<file path="config.mk">
export PLATFORM = sky130hd
export DESIGN_NAME = scpa_sizer
export DESIGN_NICKNAME = d
export VERILOG_FILES = /design/src/rtl/core/size_class_pool_allocator_core_assert.svh /design/src/rtl/core/scpa_pkg.sv /design/src/rtl/core/scpa_sizer.sv
export SDC_FILE = /design/constraint.sdc
export NUM_CORES = 1
export LEC_CHECK = 0
export ABC_AREA = 1
export BUFFER_PORTS_ARGS = -buffer_cell sky130_fd_sc_hd__buf_2
export CELL_PAD_IN_SITES_DETAIL_PLACEMENT = 0
export CELL_PAD_IN_SITES_GLOBAL_PLACEMENT = 1
export CORE_MARGIN = 10
export CORE_UTILIZATION = 35
export DETAILED_ROUTE_END_ITERATION = 8
export GPL_TIMING_DRIVEN = 0
export PLACE_DENSITY = 0.75
export SETUP_SLACK_MARGIN = 0.15
export SLEW_MARGIN = 40
export SYNTH_ARGS = -nofsm -noshare
export SYNTH_HDL_FRONTEND = slang
export SYNTH_SLANG_ARGS = --single-unit
</file>
<file path="constraint.sdc">
create_clock -name vclk -period 6.2
set_input_delay 0.31 -clock vclk [all_inputs]
set_output_delay 0.31 -clock vclk [all_outputs]
set_load 0.02 [all_outputs]
</file>
<file path="src/rtl/core/size_class_pool_allocator_core_assert.svh">
// Assertion macros of the allocator core module.
`ifndef SIZE_CLASS_POOL_ALLOCATOR_CORE_ASSERT_SVH
`define SIZE_CLASS_POOL_ALLOCATOR_CORE_ASSERT_SVH

// Same-cycle implication, sampled on clk, off during rst.
`define SCPA_ASSERT_IMPLY(label, ante, cons, msg) \
  label: assert property (@(posedge clk) disable iff (rst) (ante) |-> (cons)) else $error(msg);

// Next-cycle implication, sampled on clk, off during rst.
`define SCPA_ASSERT_NEXT(label, ante, cons, msg) \
  label: assert property (@(posedge clk) disable iff (rst) (ante) |=> (cons)) else $error(msg);

`endif

</file>
<file path="src/rtl/core/scpa_pkg.sv">
// Types, codes and defaults of the size class pool allocator.
package scpa_pkg;

  localparam int NUM_CLASSES          = 72;
  localparam int POOL_ADDR_BITS_DEF   = 16;
  localparam int HEADER_BYTES_DEF     = 12;
  localparam int ZONE_TABLE_BYTES_DEF = 1152;
  localparam int GUARD_BYTES          = 4;
  localparam int CLASS_W              = 7;
  localparam int ROUND_W              = 15;
  localparam int CFG_IDX_W            = 1;
  localparam int CFG_DATA_W           = 17;
  localparam int MAX_CHUNK            = 16384;

  typedef enum logic [1:0] {
    OP_ALLOC = 2'd0,
    OP_FREE  = 2'd1,
    OP_CHECK = 2'd2,
    OP_BAD   = 2'd3
  } op_e;

  typedef enum logic [2:0] {
    ST_OK      = 3'd0,
    ST_SIZE    = 3'd1,
    ST_OOM     = 3'd2,
    ST_RANGE   = 3'd3,
    ST_INVALID = 3'd4
  } status_e;

  typedef enum logic [CFG_IDX_W-1:0] {
    CFG_POOL_ENABLE = 1'b0,
    CFG_POOL_BYTES  = 1'b1
  } cfg_reg_e;

  typedef enum logic [2:0] {
    S_CLEAR,
    S_IDLE,
    S_DECODE,
    S_LOOKUP,
    S_LINK,
    S_RESULT
  } state_e;

  typedef struct packed {
    logic [1:0]  operation;
    logic [15:0] req_size;
    logic [15:0] address;
  } req_t;

  typedef struct packed {
    logic [2:0]  status;
    logic [15:0] user_addr;
  } rsp_t;

  // Size class lookup result handed from the sizer to the core
  typedef struct packed {
    logic               bad;
    logic [CLASS_W-1:0] cls;
    logic [ROUND_W-1:0] rounded;
  } class_info_t;

endpackage

</file>
<file path="src/rtl/core/scpa_sizer.sv">
// Chunk sizing and size class mapping for allocate requests.
module scpa_sizer #(
  parameter int HEADER_BYTES = scpa_pkg::HEADER_BYTES_DEF
) (
  input  logic [15:0]           req_size,
  output scpa_pkg::class_info_t info
);
  import scpa_pkg::*;

  logic [16:0]        need;
  logic [16:0]        raw;
  logic [3:0]         sh;
  logic [CLASS_W-1:0] base;
  logic [ROUND_W-1:0] sum;
  logic [4:0]         n;

  // Header, user bytes and two guards, rounded up to a word
  assign raw  = 17'(HEADER_BYTES) + 17'(req_size) + 17'(2 * GUARD_BYTES + 3);
  assign need = {raw[16:2], 2'b00};

  // Pick the class group from the leading bit of the chunk size
  always_comb begin
    priority if (need < 17'd128) begin
      sh = 4'd3; base = 7'd0;
    end else if (need < 17'd256) begin
      sh = 4'd4; base = 7'd8;
    end else if (need < 17'd512) begin
      sh = 4'd5; base = 7'd16;
    end else if (need < 17'd1024) begin
      sh = 4'd6; base = 7'd24;
    end else if (need < 17'd2048) begin
      sh = 4'd7; base = 7'd32;
    end else if (need < 17'd4096) begin
      sh = 4'd8; base = 7'd40;
    end else if (need < 17'd8192) begin
      sh = 4'd9; base = 7'd48;
    end else begin
      sh = 4'd10; base = 7'd56;
    end
  end

  // Round up within the group
  assign sum = need[ROUND_W-1:0] + ((ROUND_W'(1) << sh) - ROUND_W'(1));
  assign n   = 5'(sum >> sh);

  assign info.rounded = ROUND_W'(n) << sh;
  assign info.cls     = CLASS_W'(n) - CLASS_W'(1) + base;
  assign info.bad     = (req_size == 16'd0) || (need >= 17'(MAX_CHUNK));

endmodule

</file>
==> flow_metrics.py <==
metrics = {
    "logic_synthesis": {
        "synth_top_family_by_area": "simple AND/OR/NAND/NOR gates",
        "yosys.area.top_type": "nand2_1",
        "yosys.area.top_type_share_pct": 18.62,
        "synthDistinctLibCells": 40,
        "synthMuxAreaShare_pct": 0,
        "synth_area_leaders": "nand2_1 (19%), ha_1 (14%), nand3_1 (13%), inv_1 (9.8%), xor2_1 (5.1%)",
        "yosys_warnings": 0,
        "synth_xor_area_share_pct": 6.843,
        "synth-adder-area-share_pct": 15.74,
        "synth_compound_area_share_pct": 8.407,
        "syn_inst": 456,
        "yosys.area_share.simple_pct": 53.86,
        "netlist_area_um2": 2560,
        "yosysSeqAreaShare_pct": 0,
        "syn_area_per_cell_um2": 5.614,
    },
    "timing": {
        "finalSetupViolCount": 0,
        "fin_crit_ns": 5.648,
        "fin_ws_ns": 0.5518,
        "final.period_utilization_pct": 91.10,
        "fmax_ghz": 0.1770,
        "hold_violations": 0,
        "rsz0062_at_grt": "no",
        "maxSlewViolCount": 0,
    },
    "route": {
        "antenna_left": 0,
        "drtPass1Iterations": 4,
        "drt_iter0_markers": 185,
        "via_per_inst": 4.854,
        "routed_wl_um": 7490,
        "drc": 0,
        "vias": 2956,
        "wire_per_inst_um": 12.30,
    },
    "power_and_ir_drop": {
        "power.leakage_nw": 1.689,
        "share_comb_of_total_power_pct": 100.0,
        "clkPwrFrac_pct": 0,
        "switching_share_pct": 63.35,
        "switching_power_mw": 0.3562,
        "ir_drop_v": 0.00004855,
        "powerDensity_nw_per_um2": 180.5,
        "power.share.sequential_pct": 0,
        "p_int_mw": 0.2060,
        "p_total_mw": 0.5622,
    },
    "cells_and_area": {
        "final_common_cell": "nand2_1",
        "insertedDiodeCount": 0,
        "seq_cells": 0,
        "syn2layout_area_growth_pct": 21.65,
        "clock_buffer_count": 0,
        "final_cell_mix": "nand2_1 (125), inv_1 (67), nand3_1 (65)",
        "nFillCells": 815,
        "finalNetCount": 559,
        "final_cell_area_um2": 3114,
        "register_area_um2": 0,
        "drive_gt1_share_pct": 26.08,
        "multi_input_area_um2": 2357,
    },
    "worst_setup_path": {
        "path_class": "in -> out",
        "cp_data_required_time_ns": 5.89,
        "crit_path_max_incr_delay_ns": 0.29,
        "worstPathMaxFanout": 10,
        "end_kind": "output port",
        "worst_path_most_repeated_cell": "nand2_1",
        "startpoint_type": "input pin",
        "critPathSlowestCell": "ha_2",
        "crit_arrival_ns": 5.34,
    },
    "hold_path": {
        "hp-start": "req_size[15]",
        "holdPathEnd": "info[22]",
        "min_path_type": "in -> out",
        "hold_path_depth": 4,
    },
    "place": {
        "place_area_um2": 2898,
        "hpwl_um": 6359,
        "gp_congestion": 0.8380,
        "portBuffers": 36,
        "post-place-ws_ns": -0.1101,
    },
    "global_route": {
        "overflow": 0,
        "antenna_found_initial": 0,
        "grt_pass1_wl_um": 12500,
        "grt_pass1_vias": 2703,
        "grt_util_all_layers_pct": 12.68,
        "grt_max_degree": 11,
    },
    "die": {
        "core_area_um2": 7176,
        "io_pins": 39,
        "die_h_um": 105.5,
        "fp-row-count": 31,
        "start_util_pct": 35.68,
        "chipWidth_um": 105.5,
        "die-area_um2": 11130,
    },
    "outcome": {
        "status": "finished, final reports clean",
    },
    "clock_tree": {
        "cts_hold_buf": 0,
    },
    "run": {
        "drv_cap": 0,
    },
}
worst max path at each step:
stage | startpoint | endpoint | slack, ns | cells past startpoint
floorplan | req_size[1] | info[21] | 0.99 | 32
finish | req_size[1] | info[21] | 0.55 | 37
global route | req_size[1] | info[21] | 0.10 | 38
detailed placement | req_size[1] | info[21] | -0.11 | 38
CTS | req_size[1] | info[21] | 0.17 | 39
global placement | req_size[1] | info[21] | -0.07 | 36
routing by layer:
layer	wire length (um)	GRT usage, %
met4	21	0.6770
met3	298	0.7308
met5	0	0
met2	3535	22.09
met1	3635	17.49
repair_timing:
item | CTS | global route
pin swaps | 2 | 9
gates cloned | 0 | 0
gates resized for setup | 1 | 34
setup endpoints to repair | 1 | 3
buffers inserted | 3 | 6
final cells by class:
class,instances,share of cell area (%)
multi-input cells,380,75.69
inverters,76,9.562
repair buffers,45,7.955
well taps,99,3.978
plain buffers,9,2.812
through the flow:
step	setup TNS (ns)	instances	hold slack (ns)	util, %
global placement	-0.06863	600	1.125	40.38
detailed placement	-0.1101	600	1.122	40.38
finish	0	609	1.123	43.40
CTS	0	603	1.123	40.73
global route	0	609	1.138	43.40
floorplan	0	465	0.8845	-
synth_stat cells, types with 2 or more instances:
library cell  instances
nand2_4               2
nand3_1              67
nor2_1               34
nand4_1               6
nor2_4                4
nor4_1                3
o21bai_1              2
nand2_2              20
nand2_1             127
buf_6                 4
xnor2_1               5
conb_1                2
ha_1                 29
inv_1                67
fa_1                  2
nand3_2               7
o21ai_0               9
buf_4                 3
xor2_1               15
nor2_2                4
nand3b_1              3
inv_2                 7
nand3_4               2
a21oi_1              16
critical path, delay by kind of cell:
family | cells | cell delay [ns]
XOR/XNOR | 2 | 0.40
buffers and inverters | 7 | 0.76
adder cells (fa/ha/maj) | 4 | 1.01
AND/OR/NAND/NOR | 19 | 1.99
AO/OA/AOI/OAI | 5 | 0.85
power by group through the flow:
| stage | logic, mW | registers, mW | clock network [mW] |
|---|---|---|---|
| after floorplan | 0.405 | 0 | 0 |
| after global placement | 0.525 | 0 | 0 |
| after detailed placement | 0.525 | 0 | 0 |
| after CTS | 0.529 | 0 | 0 |
| after global routing | 0.633 | 0 | 0 |
| final | 0.562 | 0 | 0 |
cell families (layout without fill, tap and decap cells):
family | after synthesis | in the layout
fa+ha+maj | 31 | 31
other cells | 2 | 11
xor+xnor | 20 | 20
simple gates | 283 | 283
buf+inv | 85 | 130
compound gates | 35 | 35
No activity file was read; power rests on OpenSTA's default activity.
